===== src/rtl/dhc_pkg.sv =====
// Package for the depth histogram colorizer: word types, bin table geometry,
// controller states. Depends on nothing.
`default_nettype none
package dhc_pkg;

	// Depth samples are shifted down into one of 8192 bins
	localparam int DEPTH_SHIFT = 3;
	localparam int BIN_W       = 13;
	localparam int BIN_COUNT   = 8192;
	localparam int LEVEL_W     = 8;

	typedef struct packed {
		logic        kind;
		logic [15:0] depth;
		logic        last;
	} in_t;

	typedef struct packed {
		logic [LEVEL_W-1:0] level;
		logic               last_out;
	} out_t;

	typedef enum logic {
		KIND_LOAD = 1'b0,
		KIND_READ = 1'b1
	} kind_t;

	typedef enum logic [2:0] {
		ST_CLEAR,
		ST_IDLE,
		ST_LD_RMW,
		ST_SCAN,
		ST_RD_BIN,
		ST_RD_CUM,
		ST_DIV,
		ST_OUT
	} state_t;

endpackage
`default_nettype wire


===== src/rtl/dhc_divider.sv =====
// Restoring divider: 8 quotient bits of (rem * 256) / dvs, one bit per cycle,
// saturating at 255 when rem equals dvs. Depends on dhc_pkg.
`default_nettype none
module dhc_divider
	import dhc_pkg::*;
#(
	parameter int W = 17
) (
	input  wire logic               clk,
	input  wire logic               arst_n,
	input  wire logic               start,
	input  wire logic [W-1:0]       rem,
	input  wire logic [W-1:0]       dvs,
	output logic                    done,
	output logic      [LEVEL_W-1:0] quot
);

	logic [W:0]         r_q;
	logic [W-1:0]       d_q;
	logic [LEVEL_W-1:0] q_q;
	logic [2:0]         cnt_q;
	logic               busy_q;
	logic               sat_q;
	logic               done_q;
	logic [W:0]         r2;
	logic               ge;

	// one trial subtraction per cycle
	always_comb begin
		r2 = {r_q[W-1:0], 1'b0};
		ge = (r2 >= {1'b0, d_q});
	end

	always_ff @(posedge clk or negedge arst_n) begin
		if (!arst_n) begin
			busy_q <= 1'b0;
			done_q <= 1'b0;
			cnt_q  <= '0;
		end else begin
			done_q <= 1'b0;
			if (start) begin
				busy_q <= 1'b1;
				cnt_q  <= '0;
			end else if (busy_q) begin
				cnt_q <= cnt_q + 3'd1;
				if (cnt_q == 3'd7) begin
					busy_q <= 1'b0;
					done_q <= 1'b1;
				end
			end
		end
	end

	// datapath
	always_ff @(posedge clk) begin
		if (start) begin
			r_q   <= {1'b0, rem};
			d_q   <= dvs;
			sat_q <= (rem == dvs);
			q_q   <= '0;
		end else if (busy_q) begin
			r_q <= ge ? (r2 - {1'b0, d_q}) : r2;
			q_q <= {q_q[LEVEL_W-2:0], ge};
		end
	end

	assign done = done_q;
	assign quot = sat_q ? '1 : q_q;

endmodule
`default_nettype wire


===== config.mk =====
export PLATFORM = sky130hd
export DESIGN_NAME = dhc_divider
export DESIGN_NICKNAME = d
export VERILOG_FILES = /design/src/rtl/dhc_pkg.sv /design/src/rtl/dhc_divider.sv
export SDC_FILE = /design/constraint.sdc
export NUM_CORES = 1
export LEC_CHECK = 0
export CORE_ASPECT_RATIO = 1.1
export CORE_MARGIN = 4
export CORE_UTILIZATION = 48
export DETAILED_ROUTE_END_ITERATION = 10
export DONT_BUFFER_PORTS = 1
export HOLD_SLACK_MARGIN = 0.05
export PLACE_DENSITY = 0.61
export SLEW_MARGIN = 10
export SYNTH_ARGS = -nofsm -noshare
export SYNTH_HDL_FRONTEND = slang
export SYNTH_SLANG_ARGS = --single-unit

===== constraint.sdc =====
create_clock -name clk -period 3.95 [get_ports clk]
set_input_delay 0.79 -clock clk [delete_from_list [all_inputs] [get_ports clk]]
set_output_delay 0.79 -clock clk [all_outputs]
set_load 0.1 [all_outputs]

; ---- Word-level counts from Yosys, hierarchy flattened
; Index checks and enable logic that the tools add are counted.
[classes]
reduce_logical = 1
n_eq_ne = 2
n_lt_le_gt_ge = 1
add_sub_neg = 2
n_mux = 12
[ops]
columns = cell, n
row1 = $mux W17, 3
row2 = $ge A18 B17 Y1, 1
row3 = $eq A17 B17 Y1, 1
row4 = $sub A17 B17 Y17, 1
row5 = $mux W8, 1
row6 = $mux W1, 6
row7 = $mux W3, 2
row8 = $add A3 B1 Y3 const B, 1
row9 = $eq A3 B3 Y1 const B, 1
row10 = $reduce_bool A2 Y1, 1
[totals]
word_cells = 25
inputBits = 37
out_inout_bits = 9
reg_bits = 48

; ---- Longest topological paths before layout
; Gate-level depths: netlist (run 1).
[logic_depth]
ltp_word = 4
depth_mapped = 11
mapped_depth_nobuf = 8

; ---- Worst setup path after synthesis (run 1)
; OpenSTA, ideal clock, no wires.
[synth_path]
path_kind = register to register
from = register r_q[12]
to = register r_q[10], data pin
path_stages_with_launch = 11
setup_ps = 269
path_slack_ps = 1601
arrival_ps = 2080
period_less_slack_ps = 2349
required_ps = 3681
n_path_buf = 3
cell_sequence = edfxtp_1 > ha_1 > buf_6 > a21oi_2 > o21ai_1 > nor2b_4 > a2111oi_4 > and2_1 > buf_6 > buf_8 > o31ai_1
[synth_between]
elab_chain_cells = 4
[synth_lines]
columns = item, line_no
row1 = from (decl), dhc_divider.sv:18  ; logic [W:0] r_q;
row2 = from (signal assigned), dhc_divider.sv:57  ; r_q <= {1'b0, rem};
row3 = from (signal assigned), dhc_divider.sv:62  ; r_q <= ge ? (r2 - {1'b0, d_q}) : r2;
row4 = $ge A18 B17 Y1, dhc_divider.sv:31  ; ge = (r2 >= {1'b0, d_q});
row5 = $mux W17, dhc_divider.sv:62
row6 = $mux W17, dhc_divider.sv:61  ; end else if (busy_q) begin
row7 = $mux W17, dhc_divider.sv:56  ; if (start) begin
; No other way between the ends. The select of a mux whose other input is x is not followed.
; A chain may end at the register's enable or synchronous reset.

; ---- Worst setup path in the final report (run 1)
[layout_path]
from = register r_q[0]
to = register r_q[15], data pin
[layout_between]
elab_chain_cells = 4
elab_cells_between_ends = 5
classes_between = add/sub (1) / order compare (1) / mux (3)
[layout_lines]
columns = item, line_no
row1 = $sub A17 B17 Y17 or $ge A18 B17 Y1 (tied branches), "dhc_divider.sv:62, dhc_divider.sv:31"
row2 = $mux W17 *, dhc_divider.sv:62
row3 = $mux W17 *, dhc_divider.sv:61
row4 = $mux W17 *, dhc_divider.sv:56
; Every way passes the cells marked *; elsewhere a longest branch is shown, timed or not. The select of a mux whose other input is x is not followed.

==> impl_metrics.toml, run 1 <==
[outcome]
status = "finished, final reports clean"

[yosys]
synthesis.area_um2 = 3212
synthArstFlopShare_pct = 10.42
yosys.area.top_type = "edfxtp_1"
syn_nets = 374
synth_cells = 317
synth_top_cell_area_share_pct = 32.72
ys_top_cells_by_area = "edfxtp_1, ha_1, xor2_1"
ys_types = 52
ys.flop_type = "edfxtp_1"
yosysSeqAreaShare_pct = 41.60
synth-edff-count = 35
synth_seq_cells = 48
yosys_warnings = 0
syn_area_per_cell_um2 = 10.13

[worst_setup_path]
crit_type = "register to register"
worstRegToRegCells = 9
end_kind = "register"
arrival_ps = 2910
crit-reg2reg-launch = "r_q[0]"
startpoint = "r_q[0]"
cp_max_fo = 16
reg2reg_slack_ps = 1060
crit_path_start_kind = "register"
crit_required_ps = 3970
r2r-end = "r_q[15]"

[sta]
hold_viol = 0
setup_viol_count_final = 0
drv_slew = 0
max_slew.worst_pin.slew_ps = 879.2
max_freq_ghz = 0.3459
fin_crit_sh_pct = 73.18
relSlewSlack_pct = 41.43
rsz0062_at_grt = "no"
clock_skew_ps = 6.671
min_period_ps = 2891
finalSetupTns_ps = 0

[die]
die-area_um2 = 8065
die_h_um = 93.79
coreArea_um2 = 6555
core.rowCount = 31
initial_utilization_pct = 49.00
io_pins = 46
die_x_um = 86.00

[drt]
drc = 0
drtPass1Iterations = 4
viasPerCell = 6.063
drt_wl_total_um = 7664
wire_per_inst_um = 19.45
vias = 2389
drtIter0Drc = 224
ant_nets = 0

[global_routing]
first_global_vias = 2407
grtUsageMet3_pct = 4.825
grt-ovfl-total = 0
grt_max_degree = 83
track_usage_pct = 19.96
met2_usage_pct = 32.46
grt_pass1_wl_um = 12250
grt.busiest_layer = "met2"
grt_antenna_before_repair = 0
met1_usage_pct = 26.51

[clock_tree]
cts_max_level = 2
clk_pin_slew_worst_paths_ps = 100
cts.sinks = 48
ctsResizeCount = 0
clock_path_buffers = 2
cts_tree = "yes"
cts_root_buf = "clkbuf_8"
cts_buffers = 5
cts_hold_buf = 0
post_cts_buffers = 0
clk_latency_ps = 310

[worst_hold_path]
hold_path_class = "input pin to asynchronous set/reset pin"

[placed_design]
dp_hpwl_um = 5571
gp_congestion = 0.8511
placed_cell_area_um2 = 3243
port_buffers = 0

[finish]
fin_nets = 368
antennaDiodeCount = 0
post-route-util_pct = 51.17
syn_to_final_growth_pct = 4.441
stdcell_area_um2 = 3354
drive_above_1_share_pct = 8.013

[power]
leakage_nw = 1.374
irDropWorstVdd_mv = 0.2718
cellPowerDensity_nw_per_um2 = 666.5

[flow_run]
cap_violations = 0
[power breakdown]
| group | switching (mW) | internal [mW] |
|---|---|---|
| clock network | 0.185 | 0.166 |
| registers | 0.0648 | 0.684 |
| logic | 0.694 | 0.442 |
| total | 0.944 | 1.29 |
[layout by cell type (no fill, tap or decap), types with 2 or more instances in the layout]
cell type / n
and2_1: 2
a211oi_1: 5
o21ai_0: 6
a21oi_2: 2
edfxtp_1: 35
or2_2: 9
a32oi_1: 8
nor2_1: 23
inv_1: 24
clkbuf_8: 5
mux2i_1: 9
a311oi_1: 2
nand4b_1: 6
a21o_1: 7
ha_1: 19
nand3_1: 2
nor3_1: 3
clkinv_4: 2
a31oi_1: 3
nand4_1: 3
o21a_1: 3
buf_4: 2
nand2_1: 21
a21oi_1: 14
a32o_1: 2
a2111oi_0: 2
o311ai_0: 5
nor2b_1: 9
dfxtp_1: 8
o31ai_1: 8
dfrtp_1: 5
xor2_1: 21
a221oi_1: 2
nor4_1: 4
xnor2_1: 10
o211ai_1: 2
nand2b_1: 6
[stage by stage]
stage | hold slack, ps | std cells | power, mW | worst slack (ps)
finish | 162.3 | 394 | 2.236 | 1059
floorplan | 452.3 | 317 | 1.678 | 1601
CTS | 147.3 | 394 | 2.231 | 1106
detailed placement | 490.5 | 386 | 1.871 | 1124
global route | 133.8 | 394 | 2.397 | 826.2
global placement | 468.7 | 386 | 1.858 | 1170
[flip-flops by register name, indices dropped and copies added (netlist names)]
| name | cells |
|---|---|
| busy_q | 1 |
| sat_q | 1 |
| r_q | 17 |
| q_q | 8 |
| done | 1 |
| cnt_q | 3 |
| d_q | 17 |
[kinds of logic after synthesis]
group | share of synthesized area, %
muxes | 2.805
AOI/OAI and AO/OA | 18.50
xor gates and xnor gates | 8.453
and+or+nand+nor | 15.11
DFF | 41.60
buffers and inverters | 5.493
adders and majority gates | 8.025
[worst max path at each step]
stage	end	slack (ps)	depth (start not counted)
after floorplan	r_q[10]	1600	10
after global placement	r_q[15]	1170	9
after detailed placement	r_q[5]	1120	7
after CTS	r_q[3]	1110	7
after global routing	r_q[15]	830	7
final	r_q[15]	1060	9
[Yosys cell counts (all sizes together) (4+ instances only)]
library cell,count
dfrtp,5
clkbuf,8
o311ai,5
nor2,23
a21oi,16
nand4b,6
nor4,4
nand2,21
nand2b,6
mux2i,9
inv,24
ha,19
buf,7
edfxtp,35
nor2b,10
xor2,21
or2,9
a21o,7
dfxtp,8
a211oi,5
a32oi,8
o31ai,9
o21ai,7
xnor2,10
[critical path, stage by stage (launching register included)]
cell       delay, ps
edfxtp_1         400
inv_1             80
fa_1             460
nand2b_1         200
a21o_1           220
a21oi_2          160
o31ai_2           90
buf_4            220
a2111oi_0        710
a221oi_2          50
[final cells by class]
cell class | count | area [µm²]
Timing Repair Buffer | 2 | 15.01
Clock buffer | 6 | 93.84
Tap cell | 82 | 102.6
Clock inverter | 2 | 17.52
Multi-Input combinational cell | 230 | 1699
Inverter | 24 | 90.09
Fill cell | 633 | 3201
Sequential cell | 48 | 1336
[routing by layer]
metal	part of all wire [%]	wire length, µm
met5	0	0
met2	49	3760
met4	1.1	84
met1	43	3292
met3	6.9	526
Power figures use the tool's default switching activity.
==> run 2: changes to the inputs <==
ABC_AREA = 1   (was unset)
clock period = 2.9 ns   (was 3.95 ns; I/O delays follow)
==> run 2 against run 1 <==
Final cell count grew 41%. Hold slack better by 170 ps. Register-to-register slack worse by 450 ps. Via count grew 20%. Die area grew 9.3%. Largest power group unchanged.
==> impl_metrics.toml, run 2 <==
[outcome]
status = "finished, final reports clean"

[sta]
clock_skew_ps = 5.600
hold_viol = 0
drv_slew = 0
layout_setup_ws_ps = 609.1
min_period_ps = 2291
setup_viol_count_final = 0
relSlewSlack_pct = 39.49
rsz0062_at_grt = "no"
finalSetupTns_ps = 0
fin_crit_sh_pct = 79.00
max_freq_ghz = 0.4365
max_slew.worst_pin.slew_ps = 905.4

[clock_tree]
clk_latency_ps = 300
post_cts_buffers = 0
clk_pin_slew_worst_paths_ps = 90
clock_path_buffers = 2
cts_hold_buf = 1
ctsResizeCount = 0
cts_root_buf = "clkbuf_8"
cts_buffers = 5
cts.sinks = 48
cts_tree = "yes"
cts_max_level = 2

[placed_design]
placed_cell_area_um2 = 3597
placedCellCount = 546
gp_congestion = 0.8601
port_buffers = 0
dp_hpwl_um = 6571
pre_cts_ws_ps = 616.2

[die]
die_h_um = 98.08
io_pins = 46
die-area_um2 = 8816
core.rowCount = 32
die_x_um = 89.89
initial_utilization_pct = 49.96
coreArea_um2 = 7087

[power]
cellPowerDensity_nw_per_um2 = 917.1
leakage_nw = 1.871
irDropWorstVdd_mv = 0.4459

[global_routing]
grt_pass1_wl_um = 13890
grt_max_degree = 38
grt_antenna_before_repair = 0
grt-ovfl-total = 0
track_usage_pct = 19.41
first_global_vias = 2911

[finish]
fillers = 701
multiInputGateArea_um2 = 1809
syn_to_final_growth_pct = 5.336
fin_cells = 555
layout_common_cells = "nand2_1, inv_1, nand3_1"
final_common_cell = "nand2_1"
post-route-util_pct = 52.63
reg_top3 = "d_q: 17 flops, r_q: 17 flops, q_q: 8 flops"
drive_above_1_share_pct = 9.787
stdcell_area_um2 = 3730
seqCellArea_um2 = 1336
fin_nets = 526
antennaDiodeCount = 0

[worst_setup_path]
worstRegToRegCells = 10
crit_path_start_kind = "register"
crit_chain = "ha_1, inv_1, nor2_1, nand2_1, nor3_2, nand2_4, nand2_8, nand3_1, nand2_1, nand2_1"
r2r-end = "r_q[16]"
end_kind = "register"
crit_required_ps = 2960
crit_type = "register to register"
crit-reg2reg-launch = "r_q[15]"
cp_max_fo = 18
slowest_stage = "edfxtp_1"
startpoint = "r_q[15]"
arrival_ps = 2360
reg2reg_slack_ps = 610
crit_end = "r_q[16]"
crit_path_max_incr_delay_ps = 400
cpMostUsedCell = "nand2_1"

[worst_hold_path]
hold_path_class = "input pin to register"

[yosys]
syn_area_per_cell_um2 = 7.582
synth_top_cell_area_share_pct = 29.68
synthesis.area_um2 = 3541
synth-compound-area-share_pct = 3.675
synth-xor-area-share_pct = 5.689
yosys.cell_count.top_type = "nand2_1"
yosys-top-cells-count = "nand2_1, inv_1, nand3_1"
synth.area.mux_share_pct = 0
yosys_warnings = 0
synth_cells = 467
ys_types = 37
synth-edff-count = 35
yosysSeqAreaShare_pct = 37.74
yosys.area.top_type = "edfxtp_1"
synthArstFlopShare_pct = 10.42
synthAdderAreaFrac_pct = 7.279
synth_seq_cells = 48
ys_top_cells_by_area = "edfxtp_1, nand2_1, inv_1"
ys.flop_type = "edfxtp_1"
syn_nets = 524
synthSimpleGateAreaFrac_pct = 34.45
synth_top_family_by_area = "simple AND/OR/NAND/NOR gates"

[drt]
vias = 2863
drtIter0Drc = 257
ant_nets = 0
wire_per_inst_um = 14.75
drtPass1Iterations = 4
drc = 0
viasPerCell = 5.159
drt_wl_total_um = 8184

[flow_run]
cap_violations = 0
[run 2: cell types whose count changed in the layout (fill, tap and decap cells not counted), moves of 7 or more]
cell,change
nand2_1,+123
inv_1,+57
nand3_1,+44
xor2_1,-16
nand2_2,+14
mux2i_1,-9
nor2b_1,-9
a32oi_1,-8
o31ai_1,-8
xnor2_1,+8
a21o_1,-7
nand3b_1,+7
nor2_1,-7
o22ai_1,+7
[run 2: worst min-delay path by stage]
stage	from	to	slack, ps	depth (start not counted)
global placement	arst_n	cnt_q[2]	280	0
floorplan	arst_n	busy_q	280	0
detailed placement	arst_n	cnt_q[2]	280	0
global route	start	done	330	1
finish	start	cnt_q[0]	330	1
CTS	start	cnt_q[0]	330	1
[run 2: metrics by stage]
step | power, mW | hold slack, ps
after floorplan | 2.587 | 284.4
after global placement | 2.897 | 284.6
after detailed placement | 2.914 | 284.6
after CTS | 3.427 | 325.5
after global routing | 3.739 | 325.1
final | 3.421 | 334.2
[run 2: worst max-delay path, delay by kind of cell, from the launching register on]
| kind | cells | cell delay (ps) |
|---|---|---|
| fa+ha+maj | 1 | 340 |
| buf+inv | 1 | 60 |
| flops | 1 | 400 |
| simple gates | 8 | 1250 |
[run 2: cells by family (layout without fill, tap and decap cells)]
kind of cell,after synthesis,after routing
compound gates,23,23
buf+inv,96,99
simple gates,257,257
flops,48,48
xor+xnor,23,23
fa+ha+maj,20,20
[run 2: routing by layer]
metal / vias up / part of all wire (%) / global-route usage [%]
li1: 1479 / - / -
met1: 1277 / 44 / 24.33
met2: 96 / 48 / 33.45
met3: 11 / 6.9 / 4.700
met4: 0 / 1.7 / 5.536
met5: - / 0 / 0
[run 2: power breakdown]
group / switching [mW] / total (mW) / internal (mW)
Sequential: 0.0711 / 0.988 / 0.916
Combinational: 1.26 / 1.93 / 0.669
Clock: 0.230 / 0.505 / 0.276
Total: 1.56 / 3.42 / 1.86
[run 2: cell type report]
class | count | area share (%)
Tap cell | 85 | 2.851
Inverter | 88 | 8.856
Clock buffer | 8 | 3.287
Timing Repair Buffer | 3 | 0.6709
Sequential cell | 48 | 35.83
Multi-Input combinational cell | 323 | 48.51
